--- src/hdl/xoxf_pkg.sv ---
// ----------------------------------------------------------------------------
// XON/XOFF receive FIFO package
// Shared widths, reset values and codes for the receive FIFO and its ring.
// ----------------------------------------------------------------------------
package xoxf_pkg;

  // Default ring depth in bytes.
  localparam int DEPTH_DEF = 8;

  localparam int BYTE_W  = 8;
  localparam int LIMIT_W = 4;
  localparam int FILL_W  = 4;

  // Reset values of the two limit registers.
  localparam logic [LIMIT_W-1:0] UPPER_RST = 4'd6;
  localparam logic [LIMIT_W-1:0] LOWER_RST = 4'd2;

  // Configuration register indexes.
  localparam int CFG_IDX_W = 1;
  localparam logic [CFG_IDX_W-1:0] REG_UPPER = 1'b0;
  localparam logic [CFG_IDX_W-1:0] REG_LOWER = 1'b1;

  // Input word kinds.
  localparam logic ACT_PUSH = 1'b0;
  localparam logic ACT_POP  = 1'b1;

endpackage

--- src/hdl/xoxf_ring.sv ---
// ----------------------------------------------------------------------------
// XON/XOFF receive FIFO byte ring
// Single-port-write, single-port-read byte memory with a registered read.
// ----------------------------------------------------------------------------
module xoxf_ring
  import xoxf_pkg::*;
#(
  parameter int DEPTH = DEPTH_DEF
) (
  input  logic                      clk,
  input  logic                      we,
  input  logic [$clog2(DEPTH)-1:0]  waddr,
  input  logic [BYTE_W-1:0]         wdata,
  input  logic                      re,
  input  logic [$clog2(DEPTH)-1:0]  raddr,
  output logic [BYTE_W-1:0]         rdata
);

  logic [BYTE_W-1:0] mem [DEPTH];

  always_ff @(posedge clk) begin
    if (we) begin
      mem[waddr] <= wdata;
    end
  end

  // Read data holds until the next read is issued.
  always_ff @(posedge clk) begin
    if (re) begin
      rdata <= mem[raddr];
    end
  end

endmodule

--- src/hdl/xon_xoff_receive_fifo_top.sv ---
// ----------------------------------------------------------------------------
// XON/XOFF receive FIFO
// Receive-side byte FIFO with hysteresis flow control toward the transmitter.
// ----------------------------------------------------------------------------
//
//  channel   direction  tdata (low bit up)                        tuser
//  --------  ---------  ----------------------------------------  ----------
//  s_*       in         data_byte[7:0]                            action
//  m_*       out        out_byte[7:0], send_xoff, send_xon,       out_valid
//                       overflow, fill_level[3:0], zero pad
//  cfg_*     in         index 0 upper_limit, index 1 lower_limit  -
//
// One word is accepted per cycle when the pipeline can move. Pointers, count
// and the flow-on flag update at the accepting edge, and the ring read data is
// captured at that same edge. The result then passes from the middle stage to
// the output register once that stage can move (output empty or m_tready).
// A stage between the ring read and the output register lets one more word
// in while a result waits on m_tready; with both held, s_tready drops. Reset
// is synchronous; the ring needs no clearing since a pop only reads entries
// that were written.
//
module xon_xoff_receive_fifo_top
  import xoxf_pkg::*;
#(
  parameter int DEPTH = DEPTH_DEF
) (
  input  logic                 clk,
  input  logic                 rst,
  // Input words.
  input  logic                 s_tvalid,
  output logic                 s_tready,
  input  logic [7:0]           s_tdata,   // data_byte[7:0]
  input  logic                 s_tuser,   // action
  // Result words.
  output logic                 m_tvalid,
  input  logic                 m_tready,
  output logic [15:0]          m_tdata,   // out_byte[7:0], send_xoff, send_xon,
                                          // overflow, fill_level[3:0], pad
  output logic                 m_tuser,   // out_valid
  // Configuration writes.
  input  logic                 cfg_we,
  input  logic [CFG_IDX_W-1:0] cfg_index,
  input  logic [LIMIT_W-1:0]   cfg_wdata
);

  localparam int PW   = $clog2(DEPTH);
  localparam int CW   = $clog2(DEPTH + 1);
  localparam int CMPW = (CW > LIMIT_W) ? CW : LIMIT_W;

  // Limit registers.
  logic [LIMIT_W-1:0] upper_limit;
  logic [LIMIT_W-1:0] lower_limit;

  always_ff @(posedge clk) begin
    if (rst) begin
      upper_limit <= UPPER_RST;
      lower_limit <= LOWER_RST;
    end else if (cfg_we) begin
      case (cfg_index)
        REG_UPPER: upper_limit <= cfg_wdata;
        REG_LOWER: lower_limit <= cfg_wdata;
        default:   ;
      endcase
    end
  end

  // Ring control state.
  logic [PW-1:0] read_pointer, read_pointer_next;
  logic [PW-1:0] write_pointer, write_pointer_next;
  logic [CW-1:0] held_count, held_count_next;
  logic          flow_on, flow_on_next;

  // Middle stage: waits for the ring read data.
  logic              a_valid;
  logic              a_pop_ok;
  logic              a_xoff;
  logic              a_xon;
  logic              a_ovf;
  logic [FILL_W-1:0] a_fill;

  // Output register.
  logic              o_valid;
  logic [BYTE_W-1:0] o_byte;
  logic              o_pop_ok;
  logic              o_xoff;
  logic              o_xon;
  logic              o_ovf;
  logic [FILL_W-1:0] o_fill;

  logic              a_move;
  logic              accept;
  logic              is_push;
  logic              full;
  logic              empty;
  logic              push_ok;
  logic              pop_ok;
  logic              xoff;
  logic              xon;
  logic [CMPW-1:0]   count_ext;
  logic [BYTE_W-1:0] rdata;

  assign a_move   = a_valid && (!o_valid || m_tready);
  assign s_tready = !a_valid || a_move;
  assign accept   = s_tvalid && s_tready;
  assign is_push  = (s_tuser == ACT_PUSH);

  assign full    = (held_count == CW'(DEPTH));
  assign empty   = (held_count == '0);
  assign push_ok = accept && is_push && !full;
  assign pop_ok  = accept && !is_push && !empty;

  always_comb begin
    read_pointer_next  = read_pointer;
    write_pointer_next = write_pointer;
    held_count_next    = held_count;
    flow_on_next       = flow_on;
    xoff               = 1'b0;
    xon                = 1'b0;
    if (push_ok) begin
      write_pointer_next = (write_pointer == PW'(DEPTH - 1)) ? '0 : write_pointer + 1'b1;
      held_count_next    = held_count + 1'b1;
    end
    if (pop_ok) begin
      read_pointer_next = (read_pointer == PW'(DEPTH - 1)) ? '0 : read_pointer + 1'b1;
      held_count_next   = held_count - 1'b1;
    end
    count_ext = CMPW'(held_count_next);
    // XOFF is checked after every push, dropped or not.
    if (accept && is_push && (count_ext > CMPW'(upper_limit))) begin
      xoff         = 1'b1;
      flow_on_next = 1'b0;
    end
    // XON only after a pop that actually removed a byte.
    if (pop_ok && (count_ext < CMPW'(lower_limit)) && !flow_on) begin
      xon          = 1'b1;
      flow_on_next = 1'b1;
    end
  end

  always_ff @(posedge clk) begin
    if (rst) begin
      read_pointer  <= '0;
      write_pointer <= '0;
      held_count    <= '0;
      flow_on       <= 1'b1;
    end else begin
      read_pointer  <= read_pointer_next;
      write_pointer <= write_pointer_next;
      held_count    <= held_count_next;
      flow_on       <= flow_on_next;
    end
  end

  xoxf_ring #(
    .DEPTH (DEPTH)
  ) u_ring (
    .clk   (clk),
    .we    (push_ok),
    .waddr (write_pointer),
    .wdata (s_tdata),
    .re    (pop_ok),
    .raddr (read_pointer),
    .rdata (rdata)
  );

  // Middle stage. The ring read data stays put while this stage is held,
  // since no new read is issued without an accept.
  always_ff @(posedge clk) begin
    if (rst) begin
      a_valid <= 1'b0;
    end else if (accept) begin
      a_valid <= 1'b1;
    end else if (a_move) begin
      a_valid <= 1'b0;
    end
  end

  always_ff @(posedge clk) begin
    if (accept) begin
      a_pop_ok <= pop_ok;
      a_xoff   <= xoff;
      a_xon    <= xon;
      a_ovf    <= is_push && full;
      a_fill   <= count_ext[FILL_W-1:0];
    end
  end

  // Output register.
  always_ff @(posedge clk) begin
    if (rst) begin
      o_valid <= 1'b0;
    end else if (a_move) begin
      o_valid <= 1'b1;
    end else if (m_tready) begin
      o_valid <= 1'b0;
    end
  end

  always_ff @(posedge clk) begin
    if (a_move) begin
      o_byte   <= a_pop_ok ? rdata : '0;
      o_pop_ok <= a_pop_ok;
      o_xoff   <= a_xoff;
      o_xon    <= a_xon;
      o_ovf    <= a_ovf;
      o_fill   <= a_fill;
    end
  end

  assign m_tvalid = o_valid;
  assign m_tuser  = o_pop_ok;
  assign m_tdata  = {1'b0, o_fill, o_ovf, o_xon, o_xoff, o_byte};

  // Assertions.
  a_count_bound: assert property (@(posedge clk) disable iff (rst)
    held_count <= CW'(DEPTH))
    else $error("held count above ring depth");

  a_xon_xoff_excl: assert property (@(posedge clk) disable iff (rst)
    m_tvalid |-> !(m_tdata[8] && m_tdata[9]))
    else $error("XON and XOFF requested by one word");

  a_full_push_holds: assert property (@(posedge clk) disable iff (rst)
    (accept && is_push && full) |=> $stable(held_count) && $stable(write_pointer))
    else $error("dropped push changed the ring");

  a_flow_off_cause: assert property (@(posedge clk) disable iff (rst)
    $fell(flow_on) |-> $past(accept && is_push))
    else $error("flow turned off without a push");

  a_pop_rdy_data: assert property (@(posedge clk) disable iff (rst)
    (m_tvalid && m_tuser) |-> !m_tdata[10])
    else $error("overflow flagged on a pop");

endmodule
--- config.mk ---
export PLATFORM = sky130hd
export DESIGN_NAME = xon_xoff_receive_fifo_top
export DESIGN_NICKNAME = d
export VERILOG_FILES = /design/src/hdl/xoxf_pkg.sv /design/src/hdl/xoxf_ring.sv /design/src/hdl/xon_xoff_receive_fifo_top.sv
export SDC_FILE = /design/constraint.sdc
export NUM_CORES = 1
export LEC_CHECK = 0
export CORE_MARGIN = 2
export CORE_UTILIZATION = 50
export DETAILED_ROUTE_END_ITERATION = 12
export DONT_BUFFER_PORTS = 1
export GPL_TIMING_DRIVEN = 0
export SYNTH_ARGS = -nofsm -noshare
export SYNTH_HDL_FRONTEND = slang
export SYNTH_SLANG_ARGS = --single-unit
--- constraint.sdc ---
create_clock -name clk -period 2.9 [get_ports clk]
set_input_delay 0.58 -clock clk [delete_from_list [all_inputs] [get_ports clk]]
set_output_delay 0.58 -clock clk [all_outputs]
set_load 0.05 [all_outputs]
**Yosys cells after proc, flatten, opt, wreduce, memory -nomap -nowiden**

Memory sizes are Yosys's and may differ from the RTL's. A register that Yosys moved wholly into a read port is not among the register bits.
Cells that the tools add are included.

- $add $sub $neg: 4
- Multipliers: 0
- Div/mod/pow operators: 0
- Order comparisons: 2
- Equal/unequal tests: 3
- Shift-type cells: 0
- Multiplexer cells: 12
- Bitwise gates (word level): 2
- Reductions and logical operators: 23

Operators with widths:

| cell | count |
|---|---|
| 1-bit logical AND | 10 |
| 1-bit 2-to-1 mux | 8 |
| 4-bit 2-to-1 mux | 2 |
| 3-bit by 1-bit adder with 3-bit output, second input constant | 2 |
| 3-bit equality test, second input constant | 2 |
| 3-bit 2-to-1 mux | 2 |
| 1-bit logical NOT | 5 |
| 4-bit by 1-bit adder with 4-bit output, second input constant | 1 |
| 4-bit equality test, second input constant | 1 |
| 4-bit > comparator | 1 |
| 4-bit logical NOT | 1 |
| 4-bit < comparator | 1 |
| 2-bit AND reduction | 2 |
| 2-bit nonzero test | 2 |
| 4-bit by 1-bit subtractor with 4-bit output, second input constant | 1 |
| 1-bit logical OR | 2 |
| 1-bit inverter | 2 |
| 2-bit OR reduction | 1 |

- Bits in registers: 45
- Bits in latches: 0
- Memory bits (writable): 64
- Memory bits (read-only): 0
- Bits of input ports: 19
- Output and inout port bits: 19
- Logic and storage cells: 66
- Memories: 1

Memories:

| name | words | bits a word | rd ports | clocked after Yosys merged registers in | write ports | line | text |
|---|---|---|---|---|---|---|---|
| u_ring.mem | 8 | 8 | 1 | 1 | 1 | xoxf_ring.sv:19 | `logic [BYTE_W-1:0] mem [DEPTH];` |

**Depth between registers and ports, before layout**

Gate-level depths: netlist of run 1.

- Depth after elaboration: 13
- Mapped depth: 11
- Depth with buffers taken out: 11

**Modules after synthesis**

Synthesis of run 1 repeated with hierarchy kept, for this count alone.

- Cell total of the unflattened synthesis: 305
- Area, all modules: 4894.7 µm²

Modules (own cells, without submodules):

| module | times used | cells an instance | area an instance (µm²) | seq. area each (µm²) |
|---|---|---|---|---|
| xoxf_ring | 1 | 114 | 2771.4 | 2162.1 |
| xon_xoff_receive_fifo_top | 1 | 191 | 2123.3 | 1141.1 |

**Worst setup path before layout of run 1**

OpenSTA, ideal clock, no wires.

- Kind: flip-flop to flip-flop
- From: register o_valid, in the netlist m_tvalid
- To: register a_xoff, data pin
- Library setup time: 0.261 ns
- Arrival time: 2.506 ns
- Required time: 2.639 ns
- Slack: 0.133 ns
- Cell stages (with the launch flop): 10
- Buffers on the path: 0
- Clock period less this slack: 2.767 ns
- Cells stage by stage: dfxtp_1 and3b_2 inv_2 nand2_1 inv_1 a222oi_1 ha_1 nand3_1 o22ai_1 o221a_2

- Longest elaborated chain between the ends: 12
- Elaborated cells between the ends (all ways): 14
- Those cells by class: 1 x order compare; 3 x mux; 10 x reduce/logical

RTL lines:

| element | line | text |
|---|---|---|
| start, declared | xon_xoff_receive_fifo_top.sv:82 | `logic o_valid;` |
| start signal, assigned | xon_xoff_receive_fifo_top.sv:191 | `o_valid <= 1'b0;` |
| start signal, assigned | xon_xoff_receive_fifo_top.sv:193 | `o_valid <= 1'b1;` |
| start signal, assigned | xon_xoff_receive_fifo_top.sv:195 | `o_valid <= 1'b0;` |
| 1-bit logical NOT * | xon_xoff_receive_fifo_top.sv:102 | `assign a_move = a_valid && (!o_valid \|\| m_tready);` |
| 1-bit logical OR * | xon_xoff_receive_fifo_top.sv:102 |  |
| 1-bit logical AND * | xon_xoff_receive_fifo_top.sv:102 |  |
| 1-bit logical OR * | xon_xoff_receive_fifo_top.sv:103 | `assign s_tready = !a_valid \|\| a_move;` |
| named net s_tready | xon_xoff_receive_fifo_top.sv:31 | `output logic s_tready,` |
| 1-bit logical AND * | xon_xoff_receive_fifo_top.sv:104 | `assign accept = s_tvalid && s_tready;` |
| named net accept | xon_xoff_receive_fifo_top.sv:91 | `logic accept;` |
| 1-bit logical AND (2 in a row) | xon_xoff_receive_fifo_top.sv:109 | `assign push_ok = accept && is_push && !full;` |
| 4-bit 2-to-1 mux | xon_xoff_receive_fifo_top.sv:119 | `if (push_ok) begin` |
| 4-bit 2-to-1 mux * | xon_xoff_receive_fifo_top.sv:123 | `if (pop_ok) begin` |
| named net count_ext[1] | xon_xoff_receive_fifo_top.sv:99 | `logic [CMPW-1:0] count_ext;` |
| 4-bit > comparator * | xon_xoff_receive_fifo_top.sv:129 | `if (accept && is_push && (count_ext > CMPW'(upper_limit))) begin` |
| 1-bit logical AND * | xon_xoff_receive_fifo_top.sv:129 |  |
| 1-bit 2-to-1 mux * | xon_xoff_receive_fifo_top.sv:129 |  |
| named net xoff | xon_xoff_receive_fifo_top.sv:97 | `logic xoff;` |
| end signal, assigned | xon_xoff_receive_fifo_top.sv:181 | `a_xoff <= xoff;` |
| end, declared | xon_xoff_receive_fifo_top.sv:76 | `logic a_xoff;` |

Mark *: on every way through the listed nets, which the timed path passes. The rest lies on a longest branch.
A chain may end at the register's enable or synchronous reset.

**Worst setup path in the final report of run 1**

- From: register held_count[0]
- To: register a_xoff, data pin

- Longest elaborated chain between the ends: 8
- Elaborated cells between the ends (all ways): 13
- Those cells by class: 2 x add/sub; 1 x order compare; 1 x eq/ne; 3 x mux; 6 x reduce/logical

RTL lines:

| element | line | text |
|---|---|---|
| start, declared | xon_xoff_receive_fifo_top.sv:70 | `logic [CW-1:0] held_count, held_count_next;` |
| start signal, assigned | xon_xoff_receive_fifo_top.sv:149 | `held_count <= held_count_next;` |
| parallel branches: the longest is 4 deep, another holds 4-bit by 1-bit adder with 4-bit output | - |  |
| 4-bit 2-to-1 mux * | xon_xoff_receive_fifo_top.sv:123 |  |
| named net count_ext[1] | xon_xoff_receive_fifo_top.sv:99 |  |
| 4-bit > comparator * | xon_xoff_receive_fifo_top.sv:129 |  |
| 1-bit logical AND * | xon_xoff_receive_fifo_top.sv:129 |  |
| 1-bit 2-to-1 mux * | xon_xoff_receive_fifo_top.sv:129 |  |
| named net xoff | xon_xoff_receive_fifo_top.sv:97 |  |

Mark *: on every way through the listed nets, which the timed path passes.

==> results.txt, run 1 <==
----------------------------------------------------
[Outcome]
  Result of the run ... finished, final reports clean

[Route]
  Total wire length ... 8360 um
  Vias post-DR ... 2,583
  DRC errors left ... 0
  Length of the first detailed-routing pass in iterations ... 7
  Count of antenna-violating nets left after detailed routing ... 0
  Average wire per cell in the routed design ... 17.5 um
  Iter 0 DRT Violations ... approximately 120
  Via density per instance ... 5.42

[Setup path]
  Critical Path End Type ... flop
  Cell at the slowest stage of the critical path ... dfxtp_1
  Max Fanout on Critical Path ... 6
  Worst path max stage delay ... ~420 ps
  Signal arrival time at the worst endpoint ... approximately 3000 ps
  CP Launch Type ... flop
  Crit path cell chain ... inv_1, ha_1, and2_1, a31o_1, a222oi_1, buf_4, ha_1, nand3_1, o22ai_1, o221a_2
  Required time of the critical path ... 3140 ps
  CP dominant cell by count ... ha_1
  Type of the worst setup path ... reg2reg

[Timing]
  Worst setup skew after layout ... 8.51 ps
  Post-route fraction of the period consumed by the critical path ... 95.2%
  Transition time at the pin with the least slew margin ... 885 ps
  Final max-slew violation count ... 0
  Fin crit period ... 2760 ps
  Tightest slew margin relative to the limit ... 40.8%
  Peak Freq ... 0.362 GHz
  RSZ-0062 raised after global routing ... false
  Count of final hold-check violations ... 0
  # setup viols final ... 0

[Synthesis]
  Flops & latches, synth ... between 100 and 150
  Cell variety after synth ... 46
  Post-Synthesis Cell Area ... 4740 sq um
  Number of enable flip-flop cells after synthesis ... 96
  Post-synthesis cell count ... 305
  Area share of the leading cell type in the synthesized netlist ... 60.8%
  Mean cell area of the mapped netlist ... 15.5 sq um
  Top FF cell, synth ... edfxtp_1
  Synthesized Nets ... 337
  Number of warning messages in the yosys log ... 0
  Sequential share of the synthesized area ... between 60 and 70%
  Top post-synthesis cells by area ... edfxtp_1 61%, dfxtp_1 8.9%, mux4_2 7.6%, ha_1 3.4%, mux2_2 1.9%
  Synth area leader ... edfxtp_1
  Most instantiated cells after synthesis ... 96 x edfxtp_1, 22 x nand2_1, 21 x dfxtp_1
  Most used standard cell by instance count after synthesis ... edfxtp_1
  Ys async rst share ... 0%

[GRT]
  Initial antenna violation count ... 0
  Wire length of the first global-routing pass ... between 10,000 and 15,000 um
  Largest net degree at the start of global routing ... 17
  GRT overflow ... 0
  Overall Global Routing Usage ... 17.8%
  Vias in the first global route ... 2,500

[Cells and area]
  Final #Nets ... 368
  Final instance area ... 5610 sq um
  Number of filler instances in the final layout ... 702
  Footprint of the flip-flops and latches ... 3300 sq um
  Share of cells above drive strength 1 ... 25.0%
  Final non-filler cell total ... 477
  P&R area growth vs syn ... 18.3%
  Core occupancy in the finished layout ... 60.7%
  Number of diodes ... 0
  Multi-input gate area in the final layout ... 1320 sq um

[Power and ir drop]
  Worst IR Drop VDD ... 0.000526 V
  Power density normalized to cell area ... 757 nW/um^2
  Leakage component of the power ... between 0.0015 and 0.002 uW

[Clocking]
  Clock network latency to the later pin of the worst-skew pair ... 500 ps
  TritonCTS clock tree ... built
  Root Buffer Master ... clkbuf_8
  Number of CTS-inserted buffers ... 17
  Maximum number of buffers from clock root to sink ... 2
  Number of clock sinks ... 117
  Deepest level of the CTS H-tree ... 4
  Clock edge transition at the registers on the reported setup and hold paths ... roughly 60 ps

[Die]
  Standard cell core area ... 9240 sq um
  Y dimension of the die ... approximately 100 um
  Die X ... 101 um
  Area enclosed by the die boundary ... 10,300 sq um
  Top-Level Pins ... 38
  Initial core utilization ... 51.3%
  Num rows ... 35

[Placed design]
  Placed cell area ... 4920 sq um
  Number of buffers inserted by port buffering ... 0
  Routability-driven placement congestion ratio ... 0.863
  Detailed Place HPWL ... 5430 um
  Placed Cells incl. Taps ... roughly 440

[Job]
  Max-cap violation count ... 0

[Hold path]
  Class of the most critical hold timing path ... in2reg

----------------------------------------------------
-- repair_timing --
item	4_1_cts	5_1_grt
pin swaps	1	2
setup endpoints to repair	35	11
setup buffers	2	9
hold buffers	0	0
gates resized for setup	3	5
-- cells by family (layout without fill, tap and decap cells) --
logic type,after synthesis,count (layout),synth area share [%]
flip-flops,117,117,69.7
AND/OR/NAND/NOR,82,82,9.05
buffers and inverters,33,76,3.17
AO/OA/AOI/OAI,32,32,4.51
multiplexers,26,26,9.92
adder cells (fa/ha/maj),13,13,3.43
other,1,1,0.0791
XOR/XNOR,1,1,0.185
-- routing by layer --
metal,track usage (%),share of wire [%],vias to the layer above
li1,-,-,1227
met1,25.1,46,1275
met2,27.6,49,73
met3,4.42,3.6,8
met4,5.61,1.0,0
met5,0,0,-
-- stage by stage --
stage,setup TNS [ps],total power [uW],setup slack [ps],hold slack (ps)
3_3_place_gp,-6280,2230,-425,403
3_5_place_dp,-4780,2240,-433,409
2_1_floorplan,0,2180,133,400
6_report,0,4250,139,176
4_1_cts,-607,4260,-47.6,161
5_1_grt,0,4400,9.76,147
-- report_power, final --
group	leakage (uW)	internal [uW]	switching, uW
Combinational	0.000663	129	158
Clock	0.000275	1300	709
Sequential	0.00106	1890	62.2
-- flip-flops by register name (all words and copies together) (netlist names) --
name / cells
flow_on: 1
read_pointer: 3
a_ovf: 1
a_xon: 1
o_fill: 4
a_fill: 4
o_xoff: 1
lower_limit: 4
a_xoff: 1
o_byte: 8
a_pop_ok: 1
u_ring.mem: 64
a_valid: 1
write_pointer: 3
o_ovf: 1
m_tuser: 1
o_xon: 1
held_count: 4
upper_limit: 4
m_tvalid: 1
u_ring.rdata: 8
-- worst max-delay path, delay by kind of cell, from the launching register on --
kind | cells | cell delay, ps
AOI/OAI and AO/OA | 4 | 980
and+or+nand+nor | 2 | 260
DFF | 1 | 420
buffers and inverters | 2 | 300
adders and majority gates | 2 | 530
-- cells in the final DEF (no fill, tap or decap), types with 4 or more instances in the layout --
cell type / n
a21oi_1: 12
and2_1: 10
buf_4: 18
clkbuf_1: 5
clkbuf_16: 16
clkinvlp_4: 4
dfxtp_1: 20
edfxtp_1: 96
ha_1: 13
inv_1: 17
mux2_2: 8
mux4_2: 16
nand2_1: 21
nand2b_1: 5
nand3_1: 9
nor2_1: 13
nor3_2: 4
o21ai_0: 4
or3_1: 4
-- cell type report --
cell class,instances,area share [%]
flip-flops and latches,117,58.9
multi-input cells,155,23.5
clock buffers,18,7.45
well taps,129,2.88
clock inverters,13,2.81
repair buffers,12,1.61
plain buffers,14,1.41
inverters,19,1.38
-- path summary, 6_finish.rpt --
kind                       from               end  slack, ps  cells after the start
setup reg to reg  held_count[0]            a_xoff        140                     10
hold / removal       s_tdata[1]  u_ring.mem[3][1]        180                      0
setup / recovery  held_count[0]            a_xoff        140                     10
hold reg to reg           a_ovf             o_ovf        420                      0
Note: power is estimated with default switching activity, not from simulation.
==> run 2, diff against run 1 <==
PLACE_DENSITY_LB_ADDON = 0.2   (was not set)
==> run 2 against run 1 <==
  * Sequential power about the same
  * Final cell count down 0.42%
  * First-iteration DRC count increased by 29%
  * Final area fell by 0.67%
  * Critical path depth stayed put
  * Combinational power is 5% lower
  * Global-route usage is 0.052 points higher
  * Non-clock buffer count fell by 3
  * Critical path type unchanged
==> results.txt, run 2 (synthesis results as in run 1) <==
----------------------------------------------------
[Setup path]
  Depth of the worst register-to-register path ... 10 (unchanged)
  Critical R2R Launch ... held_count[0] (unchanged)
  Worst setup path end ... a_xoff (unchanged)
  Required time of the critical path ... 3140 ps (about the same)
  CP Launch Type ... flop (unchanged)
  Critical Path End Type ... flop (unchanged)
  Worst path max stage delay ... 360 ps (was 420 ps)
  CP Launch Point ... held_count[0] (unchanged)
  Type of the worst setup path ... reg2reg (unchanged)
  Cell at the slowest stage of the critical path ... dfxtp_1 (unchanged)
  Max Fanout on Critical Path ... 6 (unchanged)
  Crit path cell chain ... inv_1, ha_1, nand3b_1, a22o_1, a222oi_1, buf_4, ha_1, nand3_1, o22ai_1, o221a_2 (was inv_1, ha_1, and2_1, a31o_1, a222oi_1, buf_4, ha_1, nand3_1, o22ai_1, o221a_2)
  CP dominant cell by count ... ha_1 (unchanged)
  RR Endpoint ... a_xoff (unchanged)
  Worst-case register-to-register setup slack ... 130 ps (was 140 ps)
  Signal arrival time at the worst endpoint ... 3020 ps (was 3000 ps)

[Die]
  Area enclosed by the die boundary ... 10,300 sq um (unchanged)
  Y dimension of the die ... 101 um (unchanged)
  Standard cell core area ... 9240 sq um (unchanged)
  Die X ... 101 um (unchanged)
  Initial core utilization ... 51.3% (unchanged)
  Num rows ... 35 (unchanged)
  Top-Level Pins ... 38 (unchanged)

[Cells and area]
  P&R area growth vs syn ... 17.5% (was 18.3%)
  Largest register FFs ... 64 (unchanged)
  Register with the most flip-flops ... u_ring.mem (unchanged)
  Number of diodes ... 0 (unchanged)
  Highest-count cells in the layout ignoring fill and taps ... 96 x edfxtp_1, 22 x nand2_1, 20 x dfxtp_1, 17 x inv_1 (was 96 x edfxtp_1, 21 x nand2_1, 20 x dfxtp_1, 18 x buf_4, 17 x inv_1)
  Most common cell after layout, fill and taps aside ... edfxtp_1 (unchanged)
  Registers with the most flip-flops ... u_ring.mem: 64 flops, o_byte: 8 flops, u_ring.rdata: 8 flops (unchanged)
  Share of cells above drive strength 1 ... 22.8% (was 25.0%)
  Final #Nets ... 365 (was 368)
  Final non-filler cell total ... 475 (was 477)

[Clocking]
  Clock network latency to the later pin of the worst-skew pair ... 500 ps (about the same)
  Total of hold buffers inserted after clock tree synthesis ... 0 (unchanged)
  Deepest level of the CTS H-tree ... 4 (unchanged)
  Number of clock sinks ... 117 (unchanged)
  Root Buffer Master ... clkbuf_8 (unchanged)
  TritonCTS clock tree ... built (unchanged)
  Maximum number of buffers from clock root to sink ... 2 (unchanged)
  Number of CTS-inserted buffers ... 17 (unchanged)
  Clock edge transition at the registers on the reported setup and hold paths ... 60 ps (about the same)

[Route]
  Average wire per cell in the routed design ... 17.2 um (was 17.5 um)
  Length of the first detailed-routing pass in iterations ... 5 (was 7)
  Via density per instance ... 5.35 (was 5.42)
  Count of antenna-violating nets left after detailed routing ... 0 (unchanged)
  DRC errors left ... 0 (unchanged)
  Iter 0 DRT Violations ... 154 (was 119)
  Total wire length ... 8170 um (was 8360 um)
  Vias post-DR ... 2,539 (was 2,583)

[GRT]
  Overall Global Routing Usage ... 17.9% (was 17.8%)
  GRT overflow ... 0 (unchanged)
  Vias in the first global route ... 2,507 (was 2,500)
  Largest net degree at the start of global routing ... 17 (unchanged)
  Wire length of the first global-routing pass ... 13,200 um (was 13,300 um)
  Initial antenna violation count ... 0 (unchanged)

[Timing]
  RSZ-0062 raised after global routing ... false (unchanged)
  Minimum hold slack ... 172 ps (was 176 ps)
  Tightest slew margin relative to the limit ... 19.7% (was 40.8%)
  Final max-slew violation count ... 0 (unchanged)
  Post-route fraction of the period consumed by the critical path ... 95.6% (was 95.2%)
  Count of final hold-check violations ... 0 (unchanged)
  Fin crit period ... 2770 ps (was 2760 ps)
  Peak Freq ... 0.361 GHz (was 0.362 GHz)
  Transition time at the pin with the least slew margin ... 1200 ps (was 885 ps)
  # setup viols final ... 0 (unchanged)
  Final worst slack ... 126 ps (was 139 ps)
  Worst setup skew after layout ... 7.64 ps (was 8.51 ps)

[Power and ir drop]
  Power density normalized to cell area ... 758 nW/um^2 (was 757 nW/um^2)
  Leakage component of the power ... 0.00198 uW (was 0.00200 uW)
  Worst IR Drop VDD ... 0.000419 V (was 0.000526 V)

[Hold path]
  Min-Delay Path Depth ... 0 (unchanged)
  Class of the most critical hold timing path ... in2reg (unchanged)

[Job]
  Max-cap violation count ... 0 (unchanged)

[Placed design]
  Number of buffers inserted by port buffering ... 0 (unchanged)
  Routability-driven placement congestion ratio ... 0.921 (was 0.863)
  Placed Cells incl. Taps ... 437 (was 435)
  Detailed Place HPWL ... 5310 um (was 5430 um)
  Dpl ws ... -437 ps (was -433 ps)

[Outcome]
  Result of the run ... finished, final reports clean (unchanged)

----------------------------------------------------
run 2: changes by cell type in the layout (fill, tap and decap cells not counted), moves of 2 or more:
cell,delta
nor3_1,+2
nor3_2,-2
buf_4,-4
clkinv_1,+2
run 2: worst max-delay path, delay by kind of cell (launching register included):
kind / cells / cell delay [ps]
AO/OA/AOI/OAI: 4 / 970
adder cells (fa/ha/maj): 2 / 500
AND/OR/NAND/NOR: 2 / 370
flip-flops: 1 / 360
buffers and inverters: 2 / 320
run 2: metrics by stage:
stage | utilization, % | total power, uW | area (sq um) | TNS [ps]
floorplan | - | 2180 | 4740 | 0
finish | 60.3 | 4220 | 5570 | 0
global route | 60.3 | 4380 | 5570 | 0
detailed placement | 53.4 | 2240 | 4930 | -1560
global placement | 53.1 | 2230 | 4900 | -8040
CTS | 59.9 | 4260 | 5530 | 0
run 2: final cells by class:
| cell class | count | area [sq um] |
|---|---|---|
| plain buffers | 14 | 78.8 |
| inverters | 19 | 77.6 |
| fillers | 675 | 3670 |
| well taps | 129 | 161 |
| multi-input cells | 155 | 1310 |
| flip-flops and latches | 117 | 3300 |
| repair buffers | 9 | 65.1 |
| clock buffers | 18 | 418 |
| clock inverters | 14 | 160 |
run 2: per-layer routing:
| layer | track usage [%] | routed length [um] | vias to the layer above | share of wire, % |
|---|---|---|---|---|
| met5 | 0 | 0 | - | 0 |
| met1 | 24.4 | 3780 | 1246 | 46 |
| met4 | 6.55 | 58 | 0 | 0.71 |
| li1 | - | - | 1218 | - |
| met3 | 5.94 | 392 | 4 | 4.8 |
| met2 | 27.1 | 3940 | 71 | 48 |
run 2: repair_timing:
item | CTS | global route
setup buffers | 2 | 4
resized for setup | 2 | 3
endpoints found under the setup margin | 11 | 2
pin swaps | 1 | 0
hold endpoints to repair | 0 | 0
run 2: how the worst min path moves through the flow:
stage          slack (ps)                to       start
3_3_place_gp          400             o_xon       a_xon
2_1_floorplan         400         o_fill[0]   a_fill[0]
6_report              170  u_ring.mem[7][5]  s_tdata[5]
5_1_grt               140  u_ring.mem[7][5]  s_tdata[5]
3_5_place_dp          410            o_xoff      a_xoff
4_1_cts               150  u_ring.mem[7][5]  s_tdata[5]
run 2: power by group:
part	switching, uW	leakage (uW)	internal [uW]
logic	153	0.000649	121
registers	60.4	0.00106	1890
clock network	705	0.000274	1300
==> run 3, diff against run 2 <==
CORE_MARGIN = not set   (was 2)
==> run 3 against run 2 <==
  * Via count shrank 1.2%
  * Sequential power is essentially flat
  * Register-to-register slack gained 70 ps
  * Count of clock-buffer cells in the layout shrank 1
  * Critical path depth grew 1
  * Power grew 2.6%
  * Clock skew grew 3.7 ps
==> results.txt, run 3 (synthesis results as in run 1) <==
----------------------------------------------------
[Outcome]
  Result of the run ... finished, final reports clean (unchanged)

[Cells and area]
  Highest-count cells in the layout ignoring fill and taps ... 96 x edfxtp_1, 22 x nand2_1, 19 x dfxtp_1, 17 x inv_1 (was 96 x edfxtp_1, 22 x nand2_1, 20 x dfxtp_1, 17 x inv_1)
  P&R area growth vs syn ... 17.4% (was 17.5%)
  Register with the most flip-flops ... u_ring.mem (unchanged)
  Core occupancy in the finished layout ... 60.6% (was 60.3%)
  Final non-filler cell total ... 454 (was 475)
  Final #Nets ... 362 (was 365)
  Registers with the most flip-flops ... u_ring.mem: 64 flops, o_byte: 8 flops, u_ring.rdata: 8 flops (unchanged)
  Most common cell after layout, fill and taps aside ... edfxtp_1 (unchanged)
  Number of diodes ... 0 (unchanged)
  Share of cells above drive strength 1 ... 23.9% (was 22.8%)
  Largest register FFs ... 64 (unchanged)

[Timing]
  Transition time at the pin with the least slew margin ... 1170 ps (was 1200 ps)
  # setup viols final ... 0 (unchanged)
  Fin crit period ... 2710 ps (was 2770 ps)
  RSZ-0062 raised after global routing ... false (unchanged)
  Post-route fraction of the period consumed by the critical path ... 93.3% (was 95.6%)
  Final worst slack ... 195 ps (was 126 ps)
  Final max-slew violation count ... 0 (unchanged)
  Tightest slew margin relative to the limit ... 21.8% (was 19.7%)
  Count of final hold-check violations ... 0 (unchanged)
  Worst setup skew after layout ... 11.3 ps (was 7.64 ps)
  Peak Freq ... 0.370 GHz (was 0.361 GHz)

[Die]
  Y dimension of the die ... 99.4 um (was 101 um)
  Num rows ... 35 (unchanged)
  Die X ... 99.4 um (was 101 um)
  Area enclosed by the die boundary ... 9880 sq um (was 10,300 sq um)
  Standard cell core area ... 9200 sq um (was 9240 sq um)
  Top-Level Pins ... 38 (unchanged)
  Initial core utilization ... 51.6% (was 51.3%)

[GRT]
  Overall Global Routing Usage ... 17.9% (about the same)
  Wire length of the first global-routing pass ... 12,600 um (was 13,200 um)
  Largest net degree at the start of global routing ... 17 (unchanged)
  Vias in the first global route ... 2,387 (was 2,507)
  GRT overflow ... 0 (unchanged)
  Initial antenna violation count ... 0 (unchanged)

[Placed design]
  Dpl ws ... -377 ps (was -437 ps)
  Number of buffers inserted by port buffering ... 0 (unchanged)
  Routability-driven placement congestion ratio ... 0.857 (was 0.921)
  Placed Cells incl. Taps ... 417 (was 437)
  Detailed Place HPWL ... 5120 um (was 5310 um)

[Setup path]
  Worst-case register-to-register setup slack ... 190 ps (was 130 ps)
  Worst setup path end ... flow_on (was a_xoff)
  Max Fanout on Critical Path ... 5 (was 6)
  Depth of the worst register-to-register path ... 11 (was 10)
  CP Launch Point ... held_count[1] (was held_count[0])
  Signal arrival time at the worst endpoint ... 3130 ps (was 3020 ps)
  Type of the worst setup path ... reg2reg (unchanged)
  Critical R2R Launch ... held_count[1] (was held_count[0])
  Critical Path End Type ... flop (unchanged)
  Required time of the critical path ... 3320 ps (was 3140 ps)
  RR Endpoint ... flow_on (was a_xoff)
  CP Launch Type ... flop (unchanged)

[Clocking]
  Deepest level of the CTS H-tree ... 4 (unchanged)
  Root Buffer Master ... clkbuf_8 (unchanged)
  Number of CTS-inserted buffers ... 17 (unchanged)
  Number of clock sinks ... 117 (unchanged)
  Clock network latency to the later pin of the worst-skew pair ... 510 ps (was 500 ps)
  Total of hold buffers inserted after clock tree synthesis ... 0 (unchanged)
  TritonCTS clock tree ... built (unchanged)
  Clock edge transition at the registers on the reported setup and hold paths ... 60 ps (about the same)
  Maximum number of buffers from clock root to sink ... 2 (unchanged)

[Route]
  Vias post-DR ... 2,508 (was 2,539)
  Via density per instance ... 5.52 (was 5.35)
  Average wire per cell in the routed design ... 17.6 um (was 17.2 um)
  DRC errors left ... 0 (unchanged)
  Length of the first detailed-routing pass in iterations ... 4 (was 5)
  Total wire length ... 7990 um (was 8170 um)
  Iter 0 DRT Violations ... 100 (was 154)
  Count of antenna-violating nets left after detailed routing ... 0 (unchanged)

[Power and ir drop]
  Worst IR Drop VDD ... 0.000524 V (was 0.000419 V)
  Leakage component of the power ... 0.00199 uW (was 0.00198 uW)
  Power density normalized to cell area ... 778 nW/um^2 (was 758 nW/um^2)
  Power Total ... 4330 uW (was 4220 uW)

[Job]
  Max-cap violation count ... 0 (unchanged)

[Hold path]
  Class of the most critical hold timing path ... in2reg (unchanged)

----------------------------------------------------
[run 3: timing repair]
action	CTS	global route
resized for setup	3	5
gates cloned	0	0
setup buffers	2	3
pin swaps	1	2
endpoints found under the setup margin	19	3
[run 3: per-stage QoR]
stage / setup TNS [ps] / hold slack, ps / instance area, sq um
after CTS: 0 / 136 / 5540
after detailed placement: -1930 / 408 / 4900
after global placement: -7810 / 403 / 4880
after global routing: 0 / 138 / 5570
after floorplan: 0 / 400 / 4740
final: 0 / 159 / 5570
[run 3: worst min path at each step]
| stage | depth (start not counted) | end | slack (ps) | from |
|---|---|---|---|---|
| floorplan | 0 | o_fill[0] | 400 | a_fill[0] |
| global placement | 0 | o_xon | 400 | a_xon |
| detailed placement | 0 | o_fill[1] | 410 | a_fill[1] |
| CTS | 0 | u_ring.mem[7][5] | 140 | s_tdata[5] |
| global route | 0 | u_ring.mem[7][5] | 140 | s_tdata[5] |
| finish | 0 | u_ring.mem[1][7] | 160 | s_tdata[7] |
[run 3: report_power, final]
group | leakage [uW] | switching, uW | total (uW) | internal, uW
Clock | 0.000294 | 780 | 2110 | 1330
Combinational | 0.000635 | 152 | 275 | 123
Sequential | 0.00106 | 60.6 | 1950 | 1890
[run 3: per-layer routing]
metal  global-route usage (%)  vias up  wire [um]
met5                        0        -          0
met4                     7.81        0         51
met3                     5.06        5        261
met2                     28.0       50       3930
met1                     23.5     1239       3740
li1                         -     1214          -
[run 3: critical path, stage by stage, from the launching register on]
cell and delay (ps):
dfxtp_1 390, inv_1 80, ha_1 290, and2_1 170, a31o_1 220, a222oi_1 400, buf_4 200, ha_1 230
nand3_1 100, o22ai_1 80, o221a_2 280, o221ai_1 190
[run 3: layout make-up]
class	count	area, sq um
clock buffers	17	414
flip-flops and latches	117	3310
well taps	111	139
multi-input cells	155	1320
inverters	19	77.6
repair buffers	6	45.0
fillers	667	3630
plain buffers	14	78.8
clock inverters	15	191
